### src/hdl/mx4_pkg.sv
// Shared types, constants and cofactor term tables for the 4x4 matrix inverter.
package mx4_pkg;

	localparam int FRAC_BITS_DEF = 16;
	localparam int EL_W = 32;
	localparam int CMAG_W = 96;
	localparam int COF_W = 97;
	localparam int PMAG_W = 128;
	localparam int DMAG_W = 130;
	localparam int DET_W = 131;
	localparam int QB = 34;

	localparam logic BASE_SIGN [6] = '{1'b0, 1'b1, 1'b1, 1'b0, 1'b0, 1'b1};

	localparam logic ROW_FLIP [16] = '{
		1'b0, 1'b1, 1'b0, 1'b1, 1'b1, 1'b0, 1'b1, 1'b0,
		1'b0, 1'b1, 1'b0, 1'b1, 1'b1, 1'b0, 1'b1, 1'b0
	};

	localparam logic [3:0] TERMS [16][6][3] = '{
		'{'{4'd5, 4'd10, 4'd15}, '{4'd5, 4'd11, 4'd14}, '{4'd9, 4'd6, 4'd15},
		  '{4'd9, 4'd7, 4'd14}, '{4'd13, 4'd6, 4'd11}, '{4'd13, 4'd7, 4'd10}},
		'{'{4'd1, 4'd10, 4'd15}, '{4'd1, 4'd11, 4'd14}, '{4'd9, 4'd2, 4'd15},
		  '{4'd9, 4'd3, 4'd14}, '{4'd13, 4'd2, 4'd11}, '{4'd13, 4'd3, 4'd10}},
		'{'{4'd1, 4'd6, 4'd15}, '{4'd1, 4'd7, 4'd14}, '{4'd5, 4'd2, 4'd15},
		  '{4'd5, 4'd3, 4'd14}, '{4'd13, 4'd2, 4'd7}, '{4'd13, 4'd3, 4'd6}},
		'{'{4'd1, 4'd6, 4'd11}, '{4'd1, 4'd7, 4'd10}, '{4'd5, 4'd2, 4'd11},
		  '{4'd5, 4'd3, 4'd10}, '{4'd9, 4'd2, 4'd7}, '{4'd9, 4'd3, 4'd6}},
		'{'{4'd4, 4'd10, 4'd15}, '{4'd4, 4'd11, 4'd14}, '{4'd8, 4'd6, 4'd15},
		  '{4'd8, 4'd7, 4'd14}, '{4'd12, 4'd6, 4'd11}, '{4'd12, 4'd7, 4'd10}},
		'{'{4'd0, 4'd10, 4'd15}, '{4'd0, 4'd11, 4'd14}, '{4'd8, 4'd2, 4'd15},
		  '{4'd8, 4'd3, 4'd14}, '{4'd12, 4'd2, 4'd11}, '{4'd12, 4'd3, 4'd10}},
		'{'{4'd0, 4'd6, 4'd15}, '{4'd0, 4'd7, 4'd14}, '{4'd4, 4'd2, 4'd15},
		  '{4'd4, 4'd3, 4'd14}, '{4'd12, 4'd2, 4'd7}, '{4'd12, 4'd3, 4'd6}},
		'{'{4'd0, 4'd6, 4'd11}, '{4'd0, 4'd7, 4'd10}, '{4'd4, 4'd2, 4'd11},
		  '{4'd4, 4'd3, 4'd10}, '{4'd8, 4'd2, 4'd7}, '{4'd8, 4'd3, 4'd6}},
		'{'{4'd4, 4'd9, 4'd15}, '{4'd4, 4'd11, 4'd13}, '{4'd8, 4'd5, 4'd15},
		  '{4'd8, 4'd7, 4'd13}, '{4'd12, 4'd5, 4'd11}, '{4'd12, 4'd7, 4'd9}},
		'{'{4'd0, 4'd9, 4'd15}, '{4'd0, 4'd11, 4'd13}, '{4'd8, 4'd1, 4'd15},
		  '{4'd8, 4'd3, 4'd13}, '{4'd12, 4'd1, 4'd11}, '{4'd12, 4'd3, 4'd9}},
		'{'{4'd0, 4'd5, 4'd15}, '{4'd0, 4'd7, 4'd13}, '{4'd4, 4'd1, 4'd15},
		  '{4'd4, 4'd3, 4'd13}, '{4'd12, 4'd1, 4'd7}, '{4'd12, 4'd3, 4'd5}},
		'{'{4'd0, 4'd5, 4'd11}, '{4'd0, 4'd7, 4'd9}, '{4'd4, 4'd1, 4'd11},
		  '{4'd4, 4'd3, 4'd9}, '{4'd8, 4'd1, 4'd7}, '{4'd8, 4'd3, 4'd5}},
		'{'{4'd4, 4'd9, 4'd14}, '{4'd4, 4'd10, 4'd13}, '{4'd8, 4'd5, 4'd14},
		  '{4'd8, 4'd6, 4'd13}, '{4'd12, 4'd5, 4'd10}, '{4'd12, 4'd6, 4'd9}},
		'{'{4'd0, 4'd9, 4'd14}, '{4'd0, 4'd10, 4'd13}, '{4'd8, 4'd1, 4'd14},
		  '{4'd8, 4'd2, 4'd13}, '{4'd12, 4'd1, 4'd10}, '{4'd12, 4'd2, 4'd9}},
		'{'{4'd0, 4'd5, 4'd14}, '{4'd0, 4'd6, 4'd13}, '{4'd4, 4'd1, 4'd14},
		  '{4'd4, 4'd2, 4'd13}, '{4'd12, 4'd1, 4'd6}, '{4'd12, 4'd2, 4'd5}},
		'{'{4'd0, 4'd5, 4'd10}, '{4'd0, 4'd6, 4'd9}, '{4'd4, 4'd1, 4'd10},
		  '{4'd4, 4'd2, 4'd9}, '{4'd8, 4'd1, 4'd6}, '{4'd8, 4'd2, 4'd5}}
	};

	typedef enum logic [4:0] {
		S_LOAD, S_FA, S_FB, S_FC, S_MUL, S_ACC, S_TACC,
		S_DA, S_DB, S_DACC, S_DFIN, S_VA, S_DIVW, S_VF, S_OUT
	} state_t;

	function automatic int div_width(input int frac_bits);
		int num_w;
		int dsh_w;
		num_w = CMAG_W + 2 * frac_bits;
		dsh_w = DMAG_W + QB - 1;
		return (num_w > dsh_w) ? num_w : dsh_w;
	endfunction

endpackage

### src/hdl/mx4_div.sv
// Restoring divider producing a 34-bit quotient, one bit per cycle.
module mx4_div import mx4_pkg::*; #(
	parameter int FRAC_BITS = FRAC_BITS_DEF
) (
	input  logic                              clk,
	input  logic                              arst_n,
	input  logic                              start,
	input  logic [div_width(FRAC_BITS)-1:0]   num,
	input  logic [DMAG_W-1:0]                 den,
	output logic                              done,
	output logic [QB-1:0]                     quot
);

	localparam int DIV_W = div_width(FRAC_BITS);
	localparam int CNT_W = $clog2(QB);

	logic             busy_q;
	logic             done_q;
	logic [CNT_W-1:0] cnt_q;
	logic [DIV_W-1:0] r_q;
	logic [DIV_W-1:0] dsh_q;
	logic [QB-1:0]    q_q;
	logic             ge;

	assign ge = (r_q >= dsh_q);

	always_ff @(posedge clk or negedge arst_n) begin
		if (!arst_n) begin
			busy_q <= 1'b0;
			done_q <= 1'b0;
			cnt_q  <= '0;
		end else begin
			done_q <= 1'b0;
			if (start) begin
				busy_q <= 1'b1;
				cnt_q  <= '0;
			end else if (busy_q) begin
				cnt_q <= cnt_q + 1'b1;
				if (cnt_q == CNT_W'(QB - 1)) begin
					busy_q <= 1'b0;
					done_q <= 1'b1;
				end
			end
		end
	end

	always_ff @(posedge clk) begin
		if (start) begin
			r_q   <= num;
			dsh_q <= DIV_W'(den) << (QB - 1);
			q_q   <= '0;
		end else if (busy_q) begin
			if (ge) begin
				r_q <= r_q - dsh_q;
			end
			q_q   <= {q_q[QB-2:0], ge};
			dsh_q <= dsh_q >> 1;
		end
	end

	assign done = done_q;
	assign quot = q_q;

endmodule

### config.mk
export PLATFORM = sky130hd
export DESIGN_NAME = mx4_div
export DESIGN_NICKNAME = d
export VERILOG_FILES = /design/src/hdl/mx4_pkg.sv /design/src/hdl/mx4_div.sv
export SDC_FILE = /design/constraint.sdc
export NUM_CORES = 1
export LEC_CHECK = 0
export BUFFER_PORTS_ARGS = -buffer_cell sky130_fd_sc_hd__buf_2
export CORE_ASPECT_RATIO = 0.5
export CORE_MARGIN = 2
export CORE_UTILIZATION = 55
export DETAILED_ROUTE_END_ITERATION = 7
export PLACE_DENSITY = 0.76
export SLEW_MARGIN = 20
export SYNTH_ARGS = -nofsm -noshare
export SYNTH_HDL_FRONTEND = slang
export SYNTH_SLANG_ARGS = --single-unit
### constraint.sdc
create_clock -name clk -period 13.3 [get_ports clk]
set_clock_uncertainty 0.05 [all_clocks]
set_input_delay 2.66 -clock clk [delete_from_list [all_inputs] [get_ports clk]]
set_output_delay 2.66 -clock clk [all_outputs]
set_load 0.02 [all_outputs]
Yosys cells after proc, flatten, opt, wreduce, memory -nomap -nowiden
Index checks and enable logic that the tools add are counted.
Storage, ports and cells
  register bits after elaboration: 368
  output and inout bits: 35
  word-level logic and storage cells: 27
Operators by class
  add/subtract/negate cells: 2
  order comparisons: 1
  eq/ne operators: 1
  multiplexer cells: 13
  reductions and logical operators: 3
Operators with widths (number)
  163-bit two-way mux: 5
  163-bit greater-or-equal comparator: 1
  163-bit subtractor: 1
  6-bit two-way mux: 2
  6-bit by 1-bit adder with 6-bit output, second input constant: 1
  6-bit equality test, second input constant: 1
  1-bit two-way mux: 6
  2-bit nonzero test: 2
  2-bit AND reduction: 1

Longest topological paths before layout
  depth in word-level cells: 4
  mapped depth: 15
  depth with buffers taken out: 15

Least setup slack after synthesis
No wires, ideal clock.
  path type: register -> register
  start: reg r_q[2]
  end: reg r_q[0] (enable)
  arrival: 9792 ps
  path slack: 2752 ps
  cell stages (with the launch flop): 13
  period minus slack after synthesis: 10548 ps
  cells stage by stage: edfxtp_1 ha_1 o211ai_1 a21o_1 a211oi_1 o311a_1 o211ai_1 a211oi_2 o31ai_2 o31ai_4 a31o_2 a41oi_1 o21ai_1
On the way
  longest elaborated chain between the ends: 3
Ends and longest elaborated chain
  start, declared: RTL line mx4_div.sv:20  | logic [DIV_W-1:0] r_q;
  start signal, assigned: RTL line mx4_div.sv:49  | r_q <= num;
  start signal, assigned: RTL line mx4_div.sv:54  | r_q <= r_q - dsh_q;
  163-bit greater-or-equal comparator: RTL line mx4_div.sv:25  | assign ge = (r_q >= dsh_q);
  2-bit nonzero test (no source line)
  2-bit AND reduction (no source line)
Every way passes these cells.
A chain may end at the register's enable or synchronous reset.

Worst setup path in the final report
  start: reg r_q[0]
  end: reg r_q[158] (data pin)
On the way
  longest elaborated chain between the ends: 4
Ends and longest elaborated chain
  163-bit subtractor: RTL line mx4_div.sv:54
  163-bit two-way mux: RTL line mx4_div.sv:53  | if (ge) begin
  163-bit two-way mux: RTL line mx4_div.sv:52  | end else if (busy_q) begin
  163-bit two-way mux: RTL line mx4_div.sv:48  | if (start) begin
Every way passes these cells. The select of a mux whose other input is x is not followed.

==> run_results.csv <==
group,metric,value,unit
worst_setup_path,worstPathArrival,5.67,ns
clocking,cts_tree,"yes",
detailed_routing,wl_per_cell,20.4,microns
worst_setup_path,slowest_stage,"o311ai_1",
timing,worst_slew_pin_slew,1.09,ns
cells_and_area,regArea,10300,sq um
die,die_area,51200,sq um
yosys,synth-main-ff-cell,"edfxtp_1",
detailed_routing,routed-via-count,24900,
clocking,cts_hold_buf,0,
worst_setup_path,critical_path.startpoint_type,"register",
power_and_ir_drop,pwr_density_cell,241,nW/um^2
worst_setup_path,crit_top_cell,"inv_1",
grt,grt_start_max_net_pins,268,
place,dp_hpwl,64.6,mm
clocking,cts_max_level,2,
timing,finalSetupTns,0,ns
yosys,ys_ff_latch,368,
timing,period_share,40.8,%
worst_setup_path,worstPathCellList,"inv_1 > ha_1 > inv_1 > fa_1 > a21o_1 > a221oi_1 > o22ai_1 > o2111a_1 > o311ai_1 > nand3_1 > a31oi_2 > o21ai_2 > a31oi_1 > xor2_1 > o21ai_1",
clocking,root_buffer,"clkbuf_16",
grt,grt_util_all_layers,32.0,%
status,status,"completed",
worst_setup_path,end_kind,"register",
worst_setup_path,crit_type,"register to register",
yosys,synthArstFlopShare,2.17,%
timing,slew_headroom,27.4,%
worst_hold_path,min_to,"quot[33]$_SDFFE_PP0P_",
yosys,syn_nets,3687,
yosys,yosysWarnings,0,
worst_setup_path,reg2reg_slack,7.88,ns
grt,grt_pass1_vias,23900,
clocking,numCtsBuffers,36,
yosys,yosysSeqAreaShare,38.1,%
die,die_x,318,microns
cells_and_area,fill_cells,4311,
detailed_routing,drt_iter0_drc,2598,
yosys,syn_avg_cell_area,8.41,sq um
die,die_y,161,microns
place,port_buffers,330,
die,ios,331,
timing,setup_viol,0,
timing,hold_viol,0,
power_and_ir_drop,leakage,13.1,nW
detailed_routing,finalWirelength,83.5,mm
clocking,post_cts_buffers,0,
detailed_routing,firstDrtPassIters,5,
detailed_routing,drc,0,
worst_setup_path,worst_r2r_endpoint,"r_q[158]$_DFFE_PP_",
die,rows,57,
grt,antenna_found_initial,3,
clocking,clk_latency,0.57,ns
timing,drv_slew,0,
cells_and_area,multi_input_area,15200,sq um
cells_and_area,drive_above_1_share,13.0,%
yosys,synth_edf_count,293,
yosys,netlist_instances,3225,
worst_setup_path,timing.rr.start,"r_q[0]$_DFFE_PP_",
clocking,clock_sinks,368,
timing,fmaxAchievable,0.184,GHz
cells_and_area,area_delta_synth_final,11.6,%
clocking,clk_pin_slew_worst_paths,0.08,ns
power_and_ir_drop,total_power,7.31,mW
place,place_congestion,0.978,
die,core-area,48600,sq um
yosys,synth_cell_type_count,86,
timing,rsz0062_at_grt,"false",
detailed_routing,ant_nets,0,
worst_setup_path,reg2reg_depth,15,
grt,grt_overflow,0,
clocking,cts_resized,0,
yosys,netlist_area,27100,sq um
timing,fin_crit,5.42,ns
worst_setup_path,crit_fanout,4,
worst_hold_path,hold_path.startpoint,"quot[33]$_SDFFE_PP0P_",
worst_setup_path,crit_required,13.54,ns
worst_setup_path,max_stage_delay,0.82,ns
cells_and_area,num-nets-final,3875,
flow_run,drv_cap,0,
clocking,cts_buffer_depth,3,
grt,grt_pass1_wl,131,mm
worst_hold_path,hold_class,"register to register",
die,start_util,55.8,%
detailed_routing,avgViaCountPerCell,6.10,
worst_hold_path,whs_path_depth,2,
power_and_ir_drop,peakVddDrop,0.109,mV
[cells by family (layout without fill, tap and decap cells)]
family	after synthesis	in the layout	synth area share (%)
AOI/OAI and AO/OA	1045	1045	24.4
and+or+nand+nor	1005	1005	16.3
buffers and inverters	414	630	5.80
DFF	368	368	38.1
adders and majority gates	166	166	7.68
xor gates and xnor gates	155	155	5.00
muxes	72	72	2.67
other	0	3	0
[power by group]
part | total [mW] | switching [mW] | internal, mW
combinational | 4.38 | 2.81 | 1.57
clock | 1.14 | 0.481 | 0.655
sequential | 1.79 | 0.103 | 1.69
[how the worst max path moves through the flow]
stage	start	slack [ns]	end
floorplan	r_q[2]$_DFFE_PP_	2.75	r_q[0]$_DFFE_PP_
global placement	start	7.81	dsh_q[108]$_DFFE_PP_
detailed placement	start	7.70	dsh_q[107]$_DFFE_PP_
CTS	r_q[2]$_DFFE_PP_	8.18	r_q[109]$_DFFE_PP_
global route	r_q[67]$_DFFE_PP_	7.81	r_q[109]$_DFFE_PP_
finish	r_q[0]$_DFFE_PP_	7.88	r_q[158]$_DFFE_PP_
[synthesized netlist by cell type, types with 5 or more instances]
cell type,number,area (sq um)
nor4_1,20,125
o21ai_2,5,43.8
a221oi_1,12,105
a21oi_1,265,1330
nor2_1,237,890
dfrtp_1,8,200
o21ai_1,83,415
and3_1,14,87.6
o21bai_1,65,488
and2_1,7,43.8
dfxtp_1,67,1340
xor2_1,59,517
clkbuf_1,176,661
a21boi_0,9,67.6
nand3_1,30,150
ha_1,165,2060
o31ai_1,139,1040
or3_1,7,43.8
o211ai_1,17,128
buf_2,12,60.1
edfxtp_1,293,8800
a21o_1,98,736
nand4_1,94,588
a211oi_1,13,97.6
o31a_1,6,52.6
o21ai_0,210,1050
o21a_1,30,225
mux2i_1,69,691
xnor2_1,96,841
inv_1,220,826
a31oi_1,24,150
nor3_1,45,225
nor2b_1,7,43.8
nand2b_1,13,81.3
nor4b_1,6,52.6
o22ai_1,6,37.5
or2_2,9,56.3
nand2_1,498,1870
[cell type report]
| type | count | share of cell area, % |
|---|---|---|
| Inverter | 222 | 2.76 |
| Clock buffer | 45 | 3.30 |
| Tap cell | 649 | 2.68 |
| Clock inverter | 21 | 0.888 |
| Sequential cell | 368 | 34.2 |
| Multi-Input combinational cell | 2443 | 50.3 |
| Timing Repair Buffer | 342 | 5.88 |
| Antenna cell | 3 | 0.0248 |
[per-stage QoR]
step	util (%)	setup slack, ns	cells	instance area [sq um]	hold WS (ns)
after floorplan	-	2.75	3225	27100	0.415
after global routing	62.3	7.81	4092	30300	0.460
final	62.3	7.88	4093	30300	0.439
after global placement	59.6	7.81	4024	29000	0.427
after CTS	62.2	8.18	4090	30300	0.442
after detailed placement	59.6	7.70	4024	29000	0.427
[routing by layer]
layer	share of wire, %	routed length, microns	GRT usage, %
met4	2.0	1650	6.96
met1	45	37800	44.7
met5	0	0	0
met2	45	37900	52.0
met3	7.4	6220	5.79
[flip-flops by register name (all words and copies together) (netlist names)]
register	cells
quot	34
dsh_q	163
done	1
r_q	163
cnt_q	6
busy_q	1
[worst max-delay path: cells and delay by family (launching register included)]
family	cells	cell delay, ns
simple gates	1	0.48
xor+xnor	1	0.23
fa+ha+maj	2	0.56
buf+inv	2	0.12
compound gates	9	3.34
flops	1	0.38
[placed cells by master (no fill, tap or decap), types with 9 or more instances in the layout]
cell,netlist,routed
nor4_1,20,20
nor3_1,45,45
o31ai_1,139,139
xor2_1,59,59
nand2_1,498,497
or2_2,9,9
nand2b_1,13,13
o21a_1,30,30
buf_2,12,329
clkbuf_16,0,39
a21boi_0,9,9
a221oi_1,12,12
o21ai_0,210,210
a21oi_1,265,265
buf_4,1,9
inv_1,220,220
dfxtp_1,67,67
xnor2_1,96,96
nor2_1,237,237
nand3_1,30,30
a211oi_1,13,13
ha_1,165,165
o21ai_1,83,82
nand4_1,94,94
a31oi_1,24,24
mux2i_1,69,69
o21bai_1,65,65
and3_1,14,14
o211ai_1,17,17
edfxtp_1,293,293
a21o_1,98,98
Note: power is estimated with default switching activity, not from simulation.
